--- src/hw/rtl/rhcs_pkg.sv ---
// Shared types, signature bytes and header constants for the header chain scanner.
`timescale 1ns / 1ps

package rhcs_pkg;

    localparam logic [7:0] SIG_B0        = 8'h52;
    localparam logic [7:0] SIG_B1        = 8'h61;
    localparam logic [7:0] SIG_B2        = 8'h72;
    localparam logic [7:0] SIG_B3        = 8'h21;
    localparam logic [7:0] SIG_B4        = 8'h1A;
    localparam logic [7:0] SIG_B5        = 8'h07;
    localparam logic [7:0] SIG_OLD_TAIL  = 8'h00;
    localparam logic [7:0] SIG_NEW_VER   = 8'h01;
    localparam logic [7:0] SIG_NEW_TAIL  = 8'h00;
    localparam logic [7:0] END_BLOCK     = 8'h7B;

    localparam int unsigned HDR_LEN      = 7;
    localparam int unsigned SIG_OLD_LEN  = 7;
    localparam int unsigned SIG_NEW_LEN  = 8;

    localparam logic [2:0] HDR_IDX_TYPE  = 3'd2;
    localparam logic [2:0] HDR_IDX_SIZEL = 3'd5;
    localparam logic [2:0] HDR_IDX_SIZEH = 3'd6;
    localparam logic [2:0] SIG_IDX_LAST  = 3'd6;

    typedef enum logic [3:0] {
        PH_SIG  = 4'b0001,
        PH_HDR  = 4'b0010,
        PH_SKIP = 4'b0100,
        PH_STOP = 4'b1000
    } rhcs_phase_t;

    typedef struct packed {
        logic        signature_match;
        logic        newer_format;
        logic        archive_valid;
        logic        truncated;
        logic [15:0] block_total;
        logic [31:0] span_length;
    } rhcs_result_t;

    function automatic logic [7:0] sig_old_byte(input logic [2:0] idx);
        logic [7:0] b;
        case (idx)
            3'd0:    b = SIG_B0;
            3'd1:    b = SIG_B1;
            3'd2:    b = SIG_B2;
            3'd3:    b = SIG_B3;
            3'd4:    b = SIG_B4;
            3'd5:    b = SIG_B5;
            default: b = SIG_OLD_TAIL;
        endcase
        return b;
    endfunction

    function automatic logic [7:0] sig_new_byte(input logic [2:0] idx);
        logic [7:0] b;
        case (idx)
            3'd0:    b = SIG_B0;
            3'd1:    b = SIG_B1;
            3'd2:    b = SIG_B2;
            3'd3:    b = SIG_B3;
            3'd4:    b = SIG_B4;
            3'd5:    b = SIG_B5;
            3'd6:    b = SIG_NEW_VER;
            default: b = SIG_NEW_TAIL;
        endcase
        return b;
    endfunction

endpackage

--- src/hw/rtl/rhcs_walker.sv ---
// Per-byte signature check and block header walk with the scan state registers.
`timescale 1ns / 1ps

module rhcs_walker #(
    parameter int LENGTH_BITS = 32,
    parameter int COUNT_BITS  = 16
) (
    input  logic                  clk,
    input  logic                  rst_n,
    input  logic                  accept,
    input  logic [7:0]            data_byte,
    input  logic                  last_byte,
    output rhcs_pkg::rhcs_result_t result
);
    import rhcs_pkg::*;

    localparam logic [LENGTH_BITS-1:0] POS_LIMIT = {{(LENGTH_BITS-1){1'b1}}, 1'b0};
    localparam logic [COUNT_BITS-1:0]  CNT_MAX   = {COUNT_BITS{1'b1}};

    rhcs_phase_t             phase_reg, phase_next;
    logic [LENGTH_BITS-1:0]  pos_reg, pos_next;
    logic [2:0]              hidx_reg, hidx_next;
    logic [7:0]              size_low_reg, size_low_next;
    logic [7:0]              type_reg, type_next;
    logic [15:0]             skip_reg, skip_next;
    logic [LENGTH_BITS-1:0]  end_reg, end_next;
    logic [COUNT_BITS-1:0]   count_reg, count_next;
    logic                    old_ok_reg, old_ok_next;
    logic                    new_ok_reg, new_ok_next;
    logic                    newer_reg, newer_next;

    logic [LENGTH_BITS-1:0]  pos_plus;
    logic [15:0]             hdr_size;
    logic                    do_header;
    logic                    do_accept;
    logic                    sig_short;

    assign pos_plus  = pos_reg + LENGTH_BITS'(1);
    assign hdr_size  = {data_byte, size_low_reg};
    assign sig_short = (pos_reg < LENGTH_BITS'(7));

    always_comb
    begin
        phase_next    = phase_reg;
        hidx_next     = hidx_reg;
        size_low_next = size_low_reg;
        type_next     = type_reg;
        skip_next     = skip_reg;
        end_next      = end_reg;
        count_next    = count_reg;
        old_ok_next   = old_ok_reg;
        new_ok_next   = new_ok_reg;
        newer_next    = newer_reg;
        do_header     = 1'b0;
        do_accept     = 1'b0;

        case (phase_reg)
            PH_SIG:
            begin
                if (sig_short)
                begin
                    if (data_byte != sig_old_byte(pos_reg[2:0]))
                        old_ok_next = 1'b0;
                    if (data_byte != sig_new_byte(pos_reg[2:0]))
                        new_ok_next = 1'b0;
                    if (pos_reg[2:0] == SIG_IDX_LAST)
                    begin
                        end_next = LENGTH_BITS'(SIG_OLD_LEN);
                        if (!new_ok_next)
                        begin
                            phase_next = PH_HDR;
                            hidx_next  = '0;
                        end
                    end
                end
                else if (data_byte == SIG_NEW_TAIL)
                begin
                    newer_next = 1'b1;
                    end_next   = LENGTH_BITS'(SIG_NEW_LEN);
                    phase_next = PH_HDR;
                    hidx_next  = '0;
                end
                else
                begin
                    // byte counts as header byte zero
                    new_ok_next = 1'b0;
                    phase_next  = PH_HDR;
                    hidx_next   = 3'd1;
                end
            end
            PH_HDR:
            begin
                do_header = 1'b1;
            end
            PH_SKIP:
            begin
                skip_next = skip_reg - 16'd1;
                if (skip_next == 16'd0)
                    do_accept = 1'b1;
            end
            PH_STOP:
            begin
            end
            default:
            begin
                phase_next = PH_STOP;
            end
        endcase

        if (do_header)
        begin
            if (hidx_reg == HDR_IDX_TYPE)
                type_next = data_byte;
            if (hidx_reg == HDR_IDX_SIZEL)
                size_low_next = data_byte;
            if (hidx_reg != HDR_IDX_SIZEH)
                hidx_next = hidx_reg + 3'd1;
            else
            begin
                hidx_next = '0;
                if (hdr_size < 16'(HDR_LEN))
                    phase_next = PH_STOP;
                else if (hdr_size == 16'(HDR_LEN))
                    do_accept = 1'b1;
                else
                begin
                    skip_next  = hdr_size - 16'(HDR_LEN);
                    phase_next = PH_SKIP;
                end
            end
        end

        if (do_accept)
        begin
            if (count_reg != CNT_MAX)
                count_next = count_reg + COUNT_BITS'(1);
            end_next = pos_plus;
            if (!newer_reg && type_next == END_BLOCK)
                phase_next = PH_STOP;
            else
                phase_next = PH_HDR;
        end

        pos_next = (pos_reg != POS_LIMIT) ? pos_plus : pos_reg;
    end

    always_comb
    begin
        if (pos_reg < LENGTH_BITS'(6))
        begin
            result.signature_match = 1'b0;
            result.newer_format    = 1'b0;
            result.archive_valid   = 1'b0;
            result.truncated       = 1'b1;
            result.block_total     = '0;
            result.span_length     = 32'(pos_plus);
        end
        else
        begin
            result.signature_match = old_ok_next || newer_next;
            result.newer_format    = newer_next;
            result.archive_valid   = (count_next != '0);
            result.truncated       = 1'b0;
            result.block_total     = 16'(count_next);
            result.span_length     = 32'(end_next);
        end
    end

    always_ff @(posedge clk or negedge rst_n)
    begin
        if (!rst_n)
        begin
            phase_reg    <= PH_SIG;
            pos_reg      <= '0;
            hidx_reg     <= '0;
            size_low_reg <= '0;
            type_reg     <= '0;
            skip_reg     <= '0;
            end_reg      <= '0;
            count_reg    <= '0;
            old_ok_reg   <= 1'b1;
            new_ok_reg   <= 1'b1;
            newer_reg    <= 1'b0;
        end
        else if (accept)
        begin
            if (last_byte)
            begin
                // restart for the next blob
                phase_reg    <= PH_SIG;
                pos_reg      <= '0;
                hidx_reg     <= '0;
                size_low_reg <= '0;
                type_reg     <= '0;
                skip_reg     <= '0;
                end_reg      <= '0;
                count_reg    <= '0;
                old_ok_reg   <= 1'b1;
                new_ok_reg   <= 1'b1;
                newer_reg    <= 1'b0;
            end
            else
            begin
                phase_reg    <= phase_next;
                pos_reg      <= pos_next;
                hidx_reg     <= hidx_next;
                size_low_reg <= size_low_next;
                type_reg     <= type_next;
                skip_reg     <= skip_next;
                end_reg      <= end_next;
                count_reg    <= count_next;
                old_ok_reg   <= old_ok_next;
                new_ok_reg   <= new_ok_next;
                newer_reg    <= newer_next;
            end
        end
    end

`ifndef ASSERT_OFF
    a_restart: assert property (@(posedge clk) disable iff (!rst_n)
        accept && last_byte |=> pos_reg == '0 && phase_reg == PH_SIG)
        else $error("scan state not restarted after final byte");

    a_hidx_idle: assert property (@(posedge clk) disable iff (!rst_n)
        phase_reg != PH_HDR |-> hidx_reg == '0)
        else $error("header index nonzero outside header phase");

    a_newer_sig: assert property (@(posedge clk) disable iff (!rst_n)
        newer_reg |-> new_ok_reg)
        else $error("newer format flagged without matching signature");

    a_skip_live: assert property (@(posedge clk) disable iff (!rst_n)
        phase_reg == PH_SKIP |-> skip_reg != '0)
        else $error("skip phase with zero bytes left");
`endif

endmodule

--- src/hw/rtl/rhcs_out_stage.sv ---
// Result register with valid/ready handshake toward the consumer.
`timescale 1ns / 1ps

module rhcs_out_stage (
    input  logic                   clk,
    input  logic                   rst_n,
    input  logic                   load,
    input  rhcs_pkg::rhcs_result_t result_in,
    output logic                   can_load,
    output logic                   result_valid,
    input  logic                   result_ready,
    output rhcs_pkg::rhcs_result_t result_q
);
    import rhcs_pkg::*;

    logic         valid_reg;
    rhcs_result_t data_reg;

    assign can_load     = !valid_reg || result_ready;
    assign result_valid = valid_reg;
    assign result_q     = data_reg;

    always_ff @(posedge clk or negedge rst_n)
    begin
        if (!rst_n)
            valid_reg <= 1'b0;
        else if (load)
            valid_reg <= 1'b1;
        else if (result_ready)
            valid_reg <= 1'b0;
    end

    always_ff @(posedge clk)
    begin
        if (load)
            data_reg <= result_in;
    end

`ifndef ASSERT_OFF
    a_no_overwrite: assert property (@(posedge clk) disable iff (!rst_n)
        !(load && valid_reg && !result_ready))
        else $error("pending result overwritten");
`endif

endmodule

--- src/hw/rtl/rar_header_chain_scanner.sv ---
// Top level of the archive signature and block header chain scanner.
`timescale 1ns / 1ps

// Takes one blob byte per transaction, starting at a candidate offset, and at the byte
// marked last_byte delivers one summary transaction: signature match, newer format,
// validity, truncation, block count and span length. The scan state updates in a single
// pass between the state registers and the result register, so a byte can be accepted
// every cycle. Only a final byte waits, and only while an earlier result is still held
// in the result register.
module rar_header_chain_scanner #(
    parameter int LENGTH_BITS = 32,
    parameter int COUNT_BITS  = 16
) (
    input  logic        clk,
    input  logic        rst_n,
    input  logic        item_valid,
    output logic        item_ready,
    input  logic [7:0]  data_byte,
    input  logic        last_byte,
    output logic        result_valid,
    input  logic        result_ready,
    output logic        signature_match,
    output logic        newer_format,
    output logic        archive_valid,
    output logic        truncated,
    output logic [15:0] block_total,
    output logic [31:0] span_length
);
    import rhcs_pkg::*;

    logic         accept;
    logic         can_load;
    rhcs_result_t result_next;
    rhcs_result_t result_q;

    assign item_ready = can_load || !last_byte;
    assign accept     = item_valid && item_ready;

    rhcs_walker #(
        .LENGTH_BITS (LENGTH_BITS),
        .COUNT_BITS  (COUNT_BITS)
    ) u_walker (
        .clk       (clk),
        .rst_n     (rst_n),
        .accept    (accept),
        .data_byte (data_byte),
        .last_byte (last_byte),
        .result    (result_next)
    );

    rhcs_out_stage u_out (
        .clk          (clk),
        .rst_n        (rst_n),
        .load         (accept && last_byte),
        .result_in    (result_next),
        .can_load     (can_load),
        .result_valid (result_valid),
        .result_ready (result_ready),
        .result_q     (result_q)
    );

    assign signature_match = result_q.signature_match;
    assign newer_format    = result_q.newer_format;
    assign archive_valid   = result_q.archive_valid;
    assign truncated       = result_q.truncated;
    assign block_total     = result_q.block_total;
    assign span_length     = result_q.span_length;

endmodule
--- config.mk ---
export PLATFORM = sky130hd
export DESIGN_NAME = rar_header_chain_scanner
export DESIGN_NICKNAME = d
export VERILOG_FILES = /design/src/hw/rtl/rhcs_pkg.sv /design/src/hw/rtl/rhcs_walker.sv /design/src/hw/rtl/rhcs_out_stage.sv /design/src/hw/rtl/rar_header_chain_scanner.sv
export SDC_FILE = /design/constraint.sdc
export NUM_CORES = 1
export LEC_CHECK = 0
export BUFFER_PORTS_ARGS = -buffer_cell sky130_fd_sc_hd__buf_2
export CAP_MARGIN = 25
export CORE_UTILIZATION = 30
export CTS_BUF_LIST = sky130_fd_sc_hd__clkbuf_2
export CTS_CLUSTER_SIZE = 8
export DETAILED_ROUTE_END_ITERATION = 6
export PLACE_DENSITY = 0.46
export SYNTH_ARGS = -nofsm -noshare
export SYNTH_HDL_FRONTEND = slang
export SYNTH_SLANG_ARGS = --single-unit
--- constraint.sdc ---
create_clock -name clk -period 3.32 [get_ports clk]
set_clock_uncertainty 0.2 [all_clocks]
set_input_delay 0.332 -clock clk [delete_from_list [all_inputs] [get_ports clk]]
set_output_delay 0.332 -clock clk [all_outputs]
set_load 0.01 [all_outputs]
==> flow_summary.toml <==
[outcome]
outcome = "completed"

[drt]
num_vias = 8475
antenna_left = 0
vias_per_cell = 5.19
initialDrtViolationCount = 520
drtPass1Iterations = 5
drc = 0
drt-total-wl_um = 29200
wire_per_inst_um = 17.9

[critical_path]
worstSetupStartpointType = "input port"
cp_data_arrival_time_ps = 3690
crit_required_ps = 3700
path_max_fanout = 5
timing_worst_setup_path_type = "input port to flop"
end_kind = "flop"

[clocking]
cts_made_buffers = 17
clkTransAtPathRegs_ps = 290
clkSinkCount = 175
clk_latency_ps = 810
tritoncts = "done"
h-tree-depth = 4
cts-root-buf = "clkbuf_2"
clock_path_buffers = 2

[die]
rows = 65
core_area_um2 = 31600
die_w_um = 181
die_area_um2 = 32800
start_util_pct = 30.5
die_h_um = 181
ios = 67

[layout]
nets = 1240
layoutNonFillerInstCount = 1634
fillers = 3242
largest_reg_flops = 52
utilization_pct = 37.6
final_common_cell = "nand2_1"
area_growth_pct = 23.3
mostFrequentLayoutCells = "nand2_1 (163), dfrtp_1 (120), buf_4 (110)"
drive_gt1_share_pct = 22.3

[pwr]
p_per_area_nw_per_um2 = 354
power.total_mw = 4.20
p_leak_nw = 4.77
p_seq_share_pct = 56.3
power_frac_comb_pct = 12.7
switchingPower_mw = 1.28
peakVddDrop_v = 0.000188
pwr-share-clk_pct = 31.0
intPower_mw = 2.92
p_sw_share_pct = 30.5

[placed_design]
routabilityCongestion = 0.836
dp_cells = 1571
port-buffer-count = 66
hpwl_um = 20300

[grt]
grt.overflow.total = 0
track_usage_pct = 18.4
grt_max_degree = 53
grt_pass1_vias = 8280
grt_pass1_wl_um = 47400
grt_antenna_before_repair = 1

[synthesis]
syn_inst = 1064
ys_seq_elements = 175
synth.distinct_cells = 68
ys_seq_area_share_pct = 48.3
synth_area_per_cell_um2 = 9.04
syn_area_um2 = 9620
synthArstFlopShare_pct = 70.3
synth_edf_count = 52
ys_top_cells_by_area = "dfrtp_1 (31%), edfxtp_1 (16%), nand2_1 (6.4%), o21ai_0 (4.4%), nor2_1 (3.8%)"
ys_warn_count = 0
synth_ff_type = "dfrtp_1"
yosysTopAreaCell = "dfrtp_1"
yosysTopAreaCellShare_pct = 31.2
synth_nets = 1086

[sta]
slew_violations = 0
fmax_ghz = 0.302
period_needed_ps = 3320
tightestPinTransition_ps = 621
post-route-period-util_pct = 99.9
max-slew-margin-rel_pct = 58.5
finalSetupViolCount = 0
finalHoldViolCount = 0

[run]
cap_violations = 0

[min_path]
hp-class = "input port to flop"
==> layout make-up <==
cell class	instances	area [um^2]	share of cell area [%]
Inverter	16	60.1	0.506
Clock inverter	15	200	1.69
Multi-Input combinational cell	804	4820	40.7
Timing Repair Buffer	204	1540	13.0
Clock buffer	17	85.1	0.717
Antenna cell	1	2.50	0.0211
Tap cell	402	503	4.24
Sequential cell	175	4640	39.2
==> worst paths after layout <==
kind	startpoint	end	slack, ps	cells past startpoint
worst min register to register	u_walker.old_ok_reg	u_walker.old_ok_reg	310	2
min in group asynchronous	rst_n	u_walker.pos_reg[27]	380	4
worst max register to register	u_walker.phase_reg[3]	u_out.result_q[49]	90	8
max in group asynchronous	rst_n	u_walker.phase_reg[0]	2060	4
worst min-delay path	data_byte[2]	u_walker.skip_reg[15]	80	9
worst max-delay path	data_byte[1]	u_out.result_q[49]	4	10
==> synth_stat cells, drive strengths merged (9+ instances only) <==
cell type / count
clkbuf: 54
a21oi: 74
ha: 9
inv: 16
and2: 10
edfxtp: 52
a22oi: 9
nand3: 36
nor3: 21
a22o: 27
o21ai: 117
dfrtp: 120
nand2: 164
nor2: 99
and3: 16
o31ai: 14
xor2: 29
xnor2: 30
mux2i: 9
nand4: 17
nor4: 13
buf: 15
==> kinds of logic after synthesis <==
| kind of cell | synth area share, % |
|---|---|
| compound gates | 18.4 |
| flops | 48.3 |
| simple gates | 21.5 |
| buf+inv | 3.73 |
| fa+ha+maj | 1.17 |
| xor+xnor | 5.37 |
| mux | 1.52 |
==> routing by layer <==
layer  vias up  track usage [%]  wire length [um]
li1       4137                -                 -
met1      4133             27.3             14800
met2       181             27.7             12900
met3        24             3.18              1120
met4         0             4.10               320
met5         -                0                 0
==> stage by stage <==
stage | hold slack, ps | setup TNS (ps) | setup WS (ps) | area, um^2
final | 83.1 | 0 | 3.63 | 11900
after detailed placement | 136 | -15550 | -387 | 11100
after CTS | 7.47 | 0 | 25.6 | 11700
after global routing | 71.8 | -22.2 | -22.2 | 11900
after global placement | 143 | -13810 | -321 | 11100
after floorplan | -164 | -612 | -330 | 9720
==> critical path, cell delays in order <==
cell	delay, ps
dlygate4sd3_1	530
buf_2	130
or4_4	470
or3_4	340
or3_4	360
or4_4	580
a21oi_4	190
mux2_4	320
a2111oi_4	280
a31oi_1	160
==> power by group through the flow <==
stage	Clock [mW]	Combinational (mW)	Sequential [mW]
2_1_floorplan	0	0.272	2.41
3_3_place_gp	0	0.509	2.40
3_5_place_dp	0	0.512	2.40
4_1_cts	1.35	0.539	2.37
5_1_grt	1.44	0.598	2.38
6_report	1.30	0.533	2.37
==> repair_timing <==
item | 4_1_cts | 5_1_grt
buffers inserted | 2 | 9
hold buffers | 19 | 0
pin swaps | 3 | 9
hold endpoints to repair | 187 | 0
resized for setup | 9 | 18
endpoints found under the setup margin | 7 | 3
Note: power is estimated with default switching activity, not from simulation.
